--- src/rtl/esa_pkg.sv ---
// esa_pkg: sizes, command and register codes, and shared types for the
// entity slot allocator. No dependencies.
package esa_pkg;

  localparam int SLOTS           = 256;
  localparam int COMPONENT_TYPES = 8;
  localparam int SIZE_BITS       = 16;

  localparam int SLOT_AW  = $clog2(SLOTS);
  localparam int NF_W     = $clog2(SLOTS + 1);
  localparam int MASK_W   = 8;
  localparam int IDX_W    = 8;
  localparam int USED_W   = 27;
  localparam int CFG_W    = 64;
  localparam int CFG_IDX_W = 2;
  localparam int ENTRY_W  = MASK_W + 1;
  localparam int PAIRS    = (COMPONENT_TYPES + 1) / 2;
  localparam int SUM_W    = SIZE_BITS + 3;
  localparam int SIZE_STRIDE = 16;

  localparam logic [1:0] CMD_CREATE  = 2'd0;
  localparam logic [1:0] CMD_DESTROY = 2'd1;
  localparam logic [1:0] CMD_QUERY   = 2'd2;

  localparam logic [CFG_IDX_W-1:0] CFG_REGISTERED_MASK = 2'd0;
  localparam logic [CFG_IDX_W-1:0] CFG_SIZES_LOW       = 2'd1;
  localparam logic [CFG_IDX_W-1:0] CFG_SIZES_HIGH      = 2'd2;

  typedef enum logic [2:0] {
    ST_CLEAR,
    ST_IDLE,
    ST_LOOKUP,
    ST_SUM1,
    ST_SUM2,
    ST_SCAN,
    ST_DONE
  } state_t;

  typedef struct packed {
    logic [MASK_W-1:0] registered_mask;
    logic [CFG_W-1:0]  sizes_low;
    logic [CFG_W-1:0]  sizes_high;
  } cfg_t;

  typedef struct packed {
    logic [7:0]        slot;
    logic              status;
    logic [MASK_W-1:0] slot_mask;
    logic              authority;
    logic [USED_W-1:0] bytes_in_use;
  } result_t;

endpackage

--- src/rtl/esa_ram.sv ---
// esa_ram: generic simple dual-port RAM, one write and one read port,
// registered read data held while read enable is low. No dependencies.
module esa_ram #(
  parameter int WIDTH = 8,
  parameter int DEPTH = 256
) (
  input  logic                     clk,
  input  logic                     we,
  input  logic [$clog2(DEPTH)-1:0] waddr,
  input  logic [WIDTH-1:0]         wdata,
  input  logic                     re,
  input  logic [$clog2(DEPTH)-1:0] raddr,
  output logic [WIDTH-1:0]         rdata
);

  logic [WIDTH-1:0] mem [DEPTH];

  always_ff @(posedge clk) begin
    if (we) begin
      mem[waddr] <= wdata;
    end
    if (re) begin
      rdata <= mem[raddr];
    end
  end

endmodule

--- src/rtl/esa_bytes.sv ---
// esa_bytes: byte total of a component mask over registered components,
// two register stages (pair sums, then total). Depends on esa_pkg.
module esa_bytes (
  input  logic                         clk,
  input  logic [esa_pkg::MASK_W-1:0]   mask_in,
  input  esa_pkg::cfg_t                cfg,
  output logic [esa_pkg::SUM_W-1:0]    total
);
  import esa_pkg::*;

  logic [2*CFG_W-1:0] sizes_all;
  logic [SUM_W-1:0]   term [COMPONENT_TYPES];
  logic [SUM_W-1:0]   pair_next [PAIRS];
  logic [SUM_W-1:0]   pair [PAIRS];
  logic [SUM_W-1:0]   total_next;

  assign sizes_all = {cfg.sizes_high, cfg.sizes_low};

  always_comb begin
    for (int c = 0; c < COMPONENT_TYPES; c++) begin
      if (mask_in[c] && cfg.registered_mask[c]) begin
        term[c] = SUM_W'(sizes_all[c*SIZE_STRIDE +: SIZE_BITS]);
      end else begin
        term[c] = '0;
      end
    end
    for (int p = 0; p < PAIRS; p++) begin
      if (2*p + 1 < COMPONENT_TYPES) begin
        pair_next[p] = term[2*p] + term[2*p+1];
      end else begin
        pair_next[p] = term[2*p];
      end
    end
  end

  always_comb begin
    total_next = '0;
    for (int p = 0; p < PAIRS; p++) begin
      total_next = total_next + pair[p];
    end
  end

  always_ff @(posedge clk) begin
    pair  <= pair_next;
    total <= total_next;
  end

endmodule

--- src/rtl/esa_ctrl.sv ---
// esa_ctrl: command sequencer around the slot RAM: clearing pass, lookup,
// byte accounting, free-slot scan and result hand-off. Depends on esa_pkg.
module esa_ctrl (
  input  logic                          clk,
  input  logic                          rst,
  input  logic                          in_valid,
  output logic                          in_stall,
  input  logic [1:0]                    command,
  input  logic [esa_pkg::IDX_W-1:0]     entity_index,
  input  logic [esa_pkg::MASK_W-1:0]    component_mask,
  input  esa_pkg::cfg_t                 cfg,
  output logic                          res_valid,
  input  logic                          res_take,
  output esa_pkg::result_t              res
);
  import esa_pkg::*;

  state_t state, state_next;

  logic [SLOT_AW-1:0] clr_ptr;
  logic [NF_W-1:0]    nf;
  logic [NF_W-1:0]    probe;
  logic [USED_W-1:0]  used;
  logic [1:0]         cmd_q;
  logic [IDX_W-1:0]   idx_q;
  logic [MASK_W-1:0]  cmask_q;
  logic               sub;
  logic [7:0]         res_slot;
  logic               res_status;
  logic [MASK_W-1:0]  res_mask;
  logic               res_auth;

  logic               we, re;
  logic [SLOT_AW-1:0] waddr, raddr;
  logic [ENTRY_W-1:0] wdata, rdata;
  logic [MASK_W-1:0]  bmask;
  logic [SUM_W-1:0]   total;

  logic accept, in_ok, idx_ok, nf_ok, stop;
  logic [NF_W-1:0] probe_inc;

  assign accept    = in_valid && !in_stall;
  assign in_ok     = 32'(entity_index) < SLOTS;
  assign idx_ok    = 32'(idx_q) < SLOTS;
  assign nf_ok     = nf < NF_W'(SLOTS);
  assign probe_inc = probe + NF_W'(1);
  assign stop      = (probe == NF_W'(SLOTS)) || (rdata[MASK_W-1:0] == '0);

  esa_ram #(.WIDTH(ENTRY_W), .DEPTH(SLOTS)) u_ram (
    .clk   (clk),
    .we    (we),
    .waddr (waddr),
    .wdata (wdata),
    .re    (re),
    .raddr (raddr),
    .rdata (rdata)
  );

  esa_bytes u_bytes (
    .clk     (clk),
    .mask_in (bmask),
    .cfg     (cfg),
    .total   (total)
  );

  // next state
  always_comb begin
    state_next = state;
    case (state)
      ST_CLEAR:  if (clr_ptr == SLOT_AW'(SLOTS - 1)) state_next = ST_IDLE;
      ST_IDLE:   if (accept) state_next = ST_LOOKUP;
      ST_LOOKUP: begin
        case (cmd_q)
          CMD_CREATE:  state_next = nf_ok  ? ST_SUM1 : ST_DONE;
          CMD_DESTROY: state_next = idx_ok ? ST_SUM1 : ST_DONE;
          default:     state_next = ST_DONE;
        endcase
      end
      ST_SUM1:   state_next = ST_SUM2;
      ST_SUM2:   state_next = (cmd_q == CMD_CREATE) ? ST_SCAN : ST_DONE;
      ST_SCAN:   if (stop) state_next = ST_DONE;
      ST_DONE:   if (res_take) state_next = ST_IDLE;
      default:   state_next = ST_IDLE;
    endcase
  end

  // outputs and RAM port control
  always_comb begin
    in_stall  = 1'b1;
    res_valid = 1'b0;
    we        = 1'b0;
    waddr     = '0;
    wdata     = '0;
    re        = 1'b0;
    raddr     = '0;
    bmask     = cmask_q;
    case (state)
      ST_CLEAR: begin
        we    = 1'b1;
        waddr = clr_ptr;
      end
      ST_IDLE: begin
        in_stall = 1'b0;
        re       = in_valid && in_ok;
        raddr    = SLOT_AW'(entity_index);
      end
      ST_LOOKUP: begin
        if (cmd_q == CMD_CREATE) begin
          we    = nf_ok;
          waddr = SLOT_AW'(nf);
          wdata = {1'b1, cmask_q};
        end else if (cmd_q == CMD_DESTROY) begin
          we    = idx_ok;
          waddr = SLOT_AW'(idx_q);
          bmask = rdata[MASK_W-1:0];
        end
      end
      ST_SUM2: begin
        re    = (cmd_q == CMD_CREATE) && (probe < NF_W'(SLOTS));
        raddr = SLOT_AW'(probe);
      end
      ST_SCAN: begin
        re    = !stop && (probe_inc < NF_W'(SLOTS));
        raddr = SLOT_AW'(probe_inc);
      end
      ST_DONE:  res_valid = 1'b1;
      default:  in_stall = 1'b1;
    endcase
  end

  always_ff @(posedge clk) begin
    if (rst) begin
      state   <= ST_CLEAR;
      clr_ptr <= '0;
      nf      <= '0;
      used    <= '0;
    end else begin
      state <= state_next;
      if (state == ST_CLEAR) begin
        clr_ptr <= clr_ptr + SLOT_AW'(1);
      end
      if (state == ST_LOOKUP && cmd_q == CMD_DESTROY && idx_ok && NF_W'(idx_q) < nf) begin
        nf <= NF_W'(idx_q);
      end
      if (state == ST_SUM2) begin
        if (sub) begin
          used <= used - USED_W'(total);
        end else begin
          used <= used + USED_W'(total);
        end
      end
      if (state == ST_SCAN && stop) begin
        nf <= probe;
      end
    end
  end

  // beat payload and per-command working registers
  always_ff @(posedge clk) begin
    if (accept) begin
      cmd_q   <= command;
      idx_q   <= entity_index;
      cmask_q <= component_mask;
    end
    if (state == ST_LOOKUP) begin
      case (cmd_q)
        CMD_CREATE: begin
          sub <= 1'b0;
          if (nf_ok) begin
            res_slot   <= 8'(nf);
            res_status <= 1'b0;
            res_mask   <= cmask_q;
            res_auth   <= 1'b1;
            probe      <= nf + NF_W'(1);
          end else begin
            res_slot   <= '0;
            res_status <= 1'b1;
            res_mask   <= '0;
            res_auth   <= 1'b0;
          end
        end
        CMD_DESTROY: begin
          res_slot   <= idx_q;
          res_status <= 1'b0;
          res_mask   <= '0;
          res_auth   <= 1'b0;
          sub        <= 1'b1;
        end
        default: begin
          res_slot   <= idx_q;
          res_status <= 1'b0;
          sub        <= 1'b0;
          if (idx_ok) begin
            res_mask <= rdata[MASK_W-1:0];
            res_auth <= rdata[MASK_W];
          end else begin
            res_mask <= '0;
            res_auth <= 1'b0;
          end
        end
      endcase
    end
    if (state == ST_SCAN && !stop) begin
      probe <= probe_inc;
    end
  end

  always_comb begin
    res.slot         = res_slot;
    res.status       = res_status;
    res.slot_mask    = res_mask;
    res.authority    = res_auth;
    res.bytes_in_use = used;
  end

endmodule

--- src/rtl/entity_slot_allocator_top.sv ---
// Entity slot allocator: slot table in one RAM (mask plus authority bit),
// next-free pointer and byte-in-use count. Depends on esa_pkg, esa_ctrl.
// Beat to out_valid: query via lookup and done; destroy via lookup, both
// byte-sum states and done; create also via a free-slot scan (one RAM read a
// cycle), or from lookup to done on a full table. One item at a time; idle,
// where the next beat is taken, is reached as the result enters the output
// register. Reset (rst, synchronous): a clearing pass writes zero to all
// SLOTS RAM entries, one a cycle, with in_stall high; config still taken.
module entity_slot_allocator_top (
  input  logic                             clk,
  input  logic                             rst,
  // configuration
  input  logic                             cfg_write,
  input  logic [esa_pkg::CFG_IDX_W-1:0]    cfg_index,
  input  logic [esa_pkg::CFG_W-1:0]        cfg_data,
  // command channel
  input  logic                             in_valid,
  output logic                             in_stall,
  input  logic [1:0]                       command,
  input  logic [esa_pkg::IDX_W-1:0]        entity_index,
  input  logic [esa_pkg::MASK_W-1:0]       component_mask,
  // result channel
  output logic                             out_valid,
  input  logic                             out_stall,
  output logic [7:0]                       slot,
  output logic                             status,
  output logic [esa_pkg::MASK_W-1:0]       slot_mask,
  output logic                             authority,
  output logic [esa_pkg::USED_W-1:0]       bytes_in_use
);
  import esa_pkg::*;

  cfg_t    cfg;
  result_t res;
  logic    res_valid;
  logic    res_take;

  // Configuration registers; writes to an unlisted index are dropped.
  always_ff @(posedge clk) begin
    if (rst) begin
      cfg <= '0;
    end else if (cfg_write) begin
      case (cfg_index)
        CFG_REGISTERED_MASK: cfg.registered_mask <= cfg_data[MASK_W-1:0];
        CFG_SIZES_LOW:       cfg.sizes_low       <= cfg_data;
        CFG_SIZES_HIGH:      cfg.sizes_high      <= cfg_data;
        default:             cfg                 <= cfg;
      endcase
    end
  end

  esa_ctrl u_ctrl (
    .clk            (clk),
    .rst            (rst),
    .in_valid       (in_valid),
    .in_stall       (in_stall),
    .command        (command),
    .entity_index   (entity_index),
    .component_mask (component_mask),
    .cfg            (cfg),
    .res_valid      (res_valid),
    .res_take       (res_take),
    .res            (res)
  );

  // Output register: the sequencer hands over a result beat whenever this
  // stage is empty or being drained in the same cycle.
  assign res_take = !out_valid || !out_stall;

  always_ff @(posedge clk) begin
    if (rst) begin
      out_valid <= 1'b0;
    end else if (res_take) begin
      out_valid <= res_valid;
    end
  end

  always_ff @(posedge clk) begin
    if (res_take && res_valid) begin
      slot         <= res.slot;
      status       <= res.status;
      slot_mask    <= res.slot_mask;
      authority    <= res.authority;
      bytes_in_use <= res.bytes_in_use;
    end
  end

endmodule
--- config.mk ---
export PLATFORM = sky130hd
export DESIGN_NAME = entity_slot_allocator_top
export DESIGN_NICKNAME = d
export VERILOG_FILES = /design/src/rtl/esa_pkg.sv /design/src/rtl/esa_ram.sv /design/src/rtl/esa_bytes.sv /design/src/rtl/esa_ctrl.sv /design/src/rtl/entity_slot_allocator_top.sv
export SDC_FILE = /design/constraint.sdc
export NUM_CORES = 2
export LEC_CHECK = 0
export BUFFER_PORTS_ARGS = -buffer_cell sky130_fd_sc_hd__buf_2
export CAP_MARGIN = 20
export CORE_ASPECT_RATIO = 1.2
export CORE_UTILIZATION = 63
export CTS_CLUSTER_DIAMETER = 100
export DETAILED_ROUTE_END_ITERATION = 12
export PLACE_DENSITY = 0.81
export SYNTH_ARGS = -nofsm -noshare
export SYNTH_HDL_FRONTEND = slang
export SYNTH_SLANG_ARGS = --single-unit
--- constraint.sdc ---
create_clock -name clk -period 11.7 [get_ports clk]
set_input_delay 1.17 -clock clk [delete_from_list [all_inputs] [get_ports clk]]
set_output_delay 1.17 -clock clk [all_outputs]
set_load 0.005 [all_outputs]
## Yosys cells after proc, flatten, opt, wreduce, memory -nomap -nowiden

Memories as Yosys holds them, arrays and structs flattened. A register that Yosys moved wholly into a read port is not among the register bits.
Index checks and enable logic that the tools add are counted.

- Bits in registers: 370
- Bits in latches: 0
- Memory bits (writable): 2304
- Memory bits (read-only): 0
- Bits of input ports: 89
- Output and inout port bits: 47
- Logic and storage cells: 140
- Memories kept: 1

- Add/sub/neg operators: 12
- Multiply operators: 0
- Div/mod/pow operators: 0
- Order comparisons: 4
- Equal/unequal tests: 15
- Shift operators: 0
- Muxes and demuxes: 47
- Bitwise operators: 0
- Reduce and logical (&&, ||, !) cells: 34

Memories:

| memory | words | width | rd ports | clocked after Yosys merged registers in | wr ports | RTL line | RTL |
|---|---|---|---|---|---|---|---|
| u_ctrl.u_ram.mem | 256 | 9 | 1 | 1 | 1 | esa_ram.sv:16 | `logic [WIDTH-1:0] mem [DEPTH];` |

Operators with widths:

| cell | number |
|---|---|
| $add 19x19->19 | 7 |
| $mux 16 | 8 |
| $mux 9 | 8 |
| $mux 8 | 8 |
| $pmux 8 s2 | 2 |
| $add 27x19->27 | 1 |
| $lt 9x9->1 const B | 3 |
| $mux 27 | 1 |
| $sub 27x19->27 | 1 |
| $pmux 8 s3 | 1 |
| $pmux 3 s7 | 1 |
| $add 9x1->9 const B | 2 |
| $logic_and 1x1->1 | 16 |
| $mux 3 | 5 |
| $eq 3x3->1 const B | 3 |
| $eq 9x9->1 const B | 1 |
| $lt 8x9->1 | 1 |
| $add 8x1->8 const B | 1 |
| $eq 8x8->1 const B | 1 |
| $logic_not 8->1 | 1 |
| $mux 1 | 8 |
| $reduce_bool 2->1 | 4 |
| $eq 3x2->1 const B | 2 |
| $ne 2x1->1 const B | 3 |
| 15 further kinds | 23 |

## Logic depth before layout (Yosys ltp)

- Depth after elaboration: 7
- Gate-level depth with buffers: 22
- Gate-level depth less buffers: 19

## By module

Synthesis repeated with hierarchy kept, for this count alone.

- Cells, all modules: 6435
- Area, all modules: 110309.5 um2

By module, submodules not included:

| module | instances | cells an instance | area each (um2) | seq. area each (um2) |
|---|---|---|---|---|
| esa_ram | 1 | 4237 | 89368.2 | 69456.6 |
| esa_bytes | 1 | 885 | 7445.9 | 1741.7 |
| entity_slot_allocator_top | 1 | 565 | 6998.0 | 4093.9 |
| esa_ctrl | 1 | 748 | 6497.5 | 2322.2 |

## Worst setup path after synthesis

OpenSTA, ideal clock, no wires.

- Kind: reg-to-reg
- From: reg u_ctrl.state[1]
- To: mem u_ctrl.u_ram.mem[176][0] (netlist name) (enable)
- Setup time: 0.374 ns
- Arrival time: 9.520 ns
- Data required time: 11.326 ns
- Slack: 1.805 ns
- Cell stages (with the launch flop): 11
- Buffers on the path: 3
- Clock period less this slack: 9.895 ns
- Path through: dfxtp_1 -> buf_2 -> buf_2 -> nand2_1 -> nor2_1 -> a222oi_1 -> nor2_1 -> nand2_1 -> or2_2 -> clkbuf_1 -> nor2_1

- Longest elaborated chain between the ends: 4
- Elaborated cells on any way between the ends: 6
- Classes of those cells: 1 x eq/ne; 4 x mux; 1 x reduce/logical

Ends and longest elaborated chain:

| item | RTL line | RTL |
|---|---|---|
| start, declared | esa_ctrl.sv:18 | `state_t state, state_next;` |
| start signal, assigned | esa_ctrl.sv:138 | `state <= state_next;` |
| $eq 3x2->1 or $logic_not 3->1 (tied branches) | esa_ctrl.sv:97 | `case (state)` |
| $pmux 1 s2 | esa_ctrl.sv:97 |  |
| $mux 1 | esa_ram.sv:19 | `if (we) begin` |
| $mux 1 (not written as such) | esa_ram.sv:20 | `mem[waddr] <= wdata;` |
| end, declared | esa_ram.sv:16 |  |

Several ways; a longest one is shown, not always the timed one.

## Worst setup path after layout

- From: reg u_ctrl.cmd_q[1]
- To: mem u_ctrl.u_ram.mem[57][6] (netlist name) (enable)

- Longest elaborated chain between the ends: 6
- Elaborated cells on any way between the ends: 10
- Classes of those cells: 1 x eq/ne; 8 x mux; 1 x reduce/logical

Ends and longest elaborated chain:

| item | RTL line | RTL |
|---|---|---|
| start, declared | esa_ctrl.sv:24 | `logic [1:0] cmd_q;` |
| start signal, assigned | esa_ctrl.sv:161 | `cmd_q <= command;` |
| $eq 2x1->1 | esa_ctrl.sv:112 | `end else if (cmd_q == CMD_DESTROY) begin` |
| $mux 1 | esa_ctrl.sv:112 |  |
| $mux 1 | esa_ctrl.sv:108 | `if (cmd_q == CMD_CREATE) begin` |
| $pmux 1 s2 | esa_ctrl.sv:97 |  |
| $mux 1 | esa_ram.sv:19 |  |
| $mux 1 (not written as such) | esa_ram.sv:20 |  |

Several ways; a longest one is shown, not always the timed one.

==> impl_metrics.yaml <==
sta:
  post-route-min-period_ps: 6150
  worst_slew_pin_slew_ps: 1380
  fmax_mhz: 163
  setup_viol: 0
  final-hold-violation-count: 0
  fin_setup_tns_ps: 0
  finClkSkew_ps: 48.3
  drv_slew: 0
  min_period_over_period: 0.526
  relSlewSlack: 0.0801
  rsz0062_at_grt: "false"
yosys:
  yosysTopAreaCell: "edfxtp_1"
  synth_area_leaders: "edfxtp_1, mux4_2, dfxtp_1, nand2_1, mux2i_1"
  syn-instance-count: 6944
  async_reset_ff_frac: 0
  synth_fp_nets: 7192
  synth_edf_count: 2404
  synth_area_um2: 109000
  ys_top_cells_by_count: "edfxtp_1, nand2_1, mux4_2, nor2_1, dfxtp_1"
  yosys_warnings: 0
  synth_seq_area_share: 0.713
  avgSynthCellArea_um2: 15.7
  synth-seq-cells: 2675
  yosys.cell_count.top_type: "edfxtp_1"
  post_synth_num_cell_types: 70
  ys.flop_type: "edfxtp_1"
  synth_top_area_frac: 0.663
clock_tree:
  cts_setup_buffers: 0
  clock-sinks: 2675
  htree_num_levels: 4
  cts_buffers: 229
  ctsResizeCount: 0
  holdBufCountCts: 0
  cts_tree: "yes"
  clk_latency_ps: 900
  path_clk_slew_ps: 70
  cts_root_buf: "clkbuf_16"
  ctsLongestPathBuffers: 3
global_routing:
  antenna_found_initial: 12
  grt_max_degree: 245
  overflow: 0
  grtUsageTotal: 0.323
  grt_pass1_vias: 63863
  grt_pass1_wl_mm: 414
layout:
  drive_gt1_frac: 0.142
  nets: 7277
  postLayoutCellArea_um2: 119000
  fillers: 10069
  fin_cells: 9509
  ff_latch_area_um2: 77600
  multi_input_area_um2: 29100
  area_delta_synth_final_pct: 9.56
routing:
  viasPerCell: 6.82
  first_pass_iters: 8
  drc: 0
  antenna_left: 0
  vias: 64810
  wl_per_cell_um: 29.8
  first_iter_violations: 9665
  finalWirelength_mm: 284
worst_hold_path:
  hold_class: "reg -> reg"
  hold_depth: 0
  worstHoldStart: "u_ctrl.res_mask[5]$_DFFE_PN_"
  hold-path-endpoint: "slot_mask[5]$_DFFE_PP_"
job:
  drv_cap: 0
critical_path:
  critPathMaxFanout: 89
  crit_chain: "or2_2 -> nor2_4 -> buf_4 -> a22oi_1 -> a21oi_1 -> nand3_1 -> buf_4 -> nor2_1"
  arrival_ps: 6660
  r2r_start: "u_ctrl.cmd_q[1]$_DFFE_PP_"
  slowest_delay_ps: 1050
  crit_top_cell: "buf_4"
  cp_num_buf_inv: 2
  required_ps: 12210
  critPathKind: "reg -> reg"
  cp_top_family: "simple AND/OR/NAND/NOR gates"
  start_kind: "flop"
  slowest_stage: "nand3_1"
  r2r_slack_ps: 5550
  end_kind: "flop"
  rr_worst_depth: 8
  r2r-end: "u_ctrl.u_ram.mem[57][6]$_DFFE_PP_"
die:
  die_area_um2: 174000
  rows: 166
  die_w_um: 381
  start_util: 0.636
  die_y_um: 457
  pin_count: 136
  core_um2: 171000
placement:
  dp_cells: 9058
  finalWeightedCongestion: 0.919
  io_buffers: 135
  dpl.hpwl_mm: 158
  placed_area_um2: 112000
pwr:
  pwr_density_cell_nw_per_um2: 191
  vdd.ir_drop.worst_v: 0.000183
  power.leakage_nw: 36.6
run_status:
  outcome: "completed"
-- registers in the layout, summed over array words and instances (netlist names), 2 cells and up --
signal	flops
bytes_in_use	27
cfg	136
slot	8
slot_mask	8
u_ctrl.clr_ptr	8
u_ctrl.cmask_q	8
u_ctrl.cmd_q	2
u_ctrl.idx_q	8
u_ctrl.nf	9
u_ctrl.probe	9
u_ctrl.res_mask	8
u_ctrl.res_slot	8
u_ctrl.state	3
u_ctrl.u_bytes.pair	68
u_ctrl.u_bytes.total	19
u_ctrl.u_ram.mem	2304
u_ctrl.u_ram.rdata	9
u_ctrl.used	27
-- cell type report --
cell class	count	area share
Antenna cell	10	0.000210
Multi-Input combinational cell	3762	0.244
Clock inverter	158	0.0124
Clock buffer	275	0.0501
Inverter	122	0.00384
Timing Repair Buffer	239	0.0145
Tap cell	2268	0.0238
Sequential cell	2675	0.651
-- power breakdown --
group / switching (W) / total, W / internal [W]
clock: 0.00352 / 0.00764 / 0.00413
sequential: 0.0000904 / 0.0107 / 0.0106
combinational: 0.00298 / 0.00448 / 0.00150
total: 0.00659 / 0.0228 / 0.0162
-- logic make-up after synthesis --
logic type	after synthesis	share of synthesized area
adders and majority gates	159	0.0210
and+or+nand+nor	1974	0.0785
muxes	615	0.103
xor gates and xnor gates	120	0.00965
buffers and inverters	507	0.0212
AOI/OAI and AO/OA	894	0.0536
DFF	2675	0.713
-- stage by stage --
stage | util | hold slack, ps | total power (W) | setup slack [ps]
final | 0.697 | 407 | 0.0228 | 5550
after global routing | 0.697 | 426 | 0.0233 | 5490
after CTS | 0.696 | 408 | 0.0227 | 5510
after detailed placement | 0.652 | 405 | 0.0151 | 5490
after global placement | 0.652 | 401 | 0.0150 | 5490
after floorplan | - | 400 | 0.0138 | 1810
-- worst reg2reg max path, stage by stage (launching register included) --
cell	delay (ps)
edfxtp_1	640
or2_2	560
nor2_4	120
buf_4	850
a22oi_1	300
a21oi_1	900
nand3_1	1050
buf_4	550
nor2_1	790
-- layer usage --
| layer | up-vias | track usage | part of all wire |
|---|---|---|---|
| met4 | 10 | 0.185 | 0.064 |
| met1 | 32070 | 0.413 | 0.34 |
| li1 | 26725 | - | - |
| met5 | - | 0 | 0.00024 |
| met2 | 5033 | 0.521 | 0.49 |
| met3 | 972 | 0.0631 | 0.11 |
-- worst max-delay path by stage --
stage	from	end	slack (ps)	cells after the start
3_3_place_gp	entity_index[2]	u_ctrl.u_ram.rdata[4]$_DFFE_PP_	5490	13
2_1_floorplan	u_ctrl.state[1]$_SDFFE_PP0P_	u_ctrl.u_ram.mem[176][0]$_DFFE_PP_	1810	10
5_1_grt	u_ctrl.state[2]$_SDFFE_PP0P_	u_ctrl.u_ram.rdata[1]$_DFFE_PP_	5490	11
6_report	u_ctrl.cmd_q[1]$_DFFE_PP_	u_ctrl.u_ram.mem[57][6]$_DFFE_PP_	5550	8
4_1_cts	u_ctrl.state[0]$_SDFFE_PP0P_	u_ctrl.u_ram.rdata[4]$_DFFE_PP_	5510	11
3_5_place_dp	entity_index[2]	u_ctrl.u_ram.rdata[4]$_DFFE_PP_	5490	13
-- placed cells by master (no fill, tap or decap), types with 27 or more instances in the layout --
cell,n
a21o_1,27
a21oi_1,266
a22oi_1,77
a31oi_1,43
a32oi_1,147
and2_1,138
buf_2,134
buf_4,83
clkbuf_1,42
clkbuf_16,232
clkinv_1,57
clkinv_2,43
dfxtp_1,271
edfxtp_1,2404
fa_1,39
ha_1,120
inv_1,121
mux2i_1,208
mux4_2,405
nand2_1,1010
nand3_1,247
nor2_1,391
nor3_1,34
o21ai_0,172
xnor2_1,98
(Power assumes the default switching activity.)
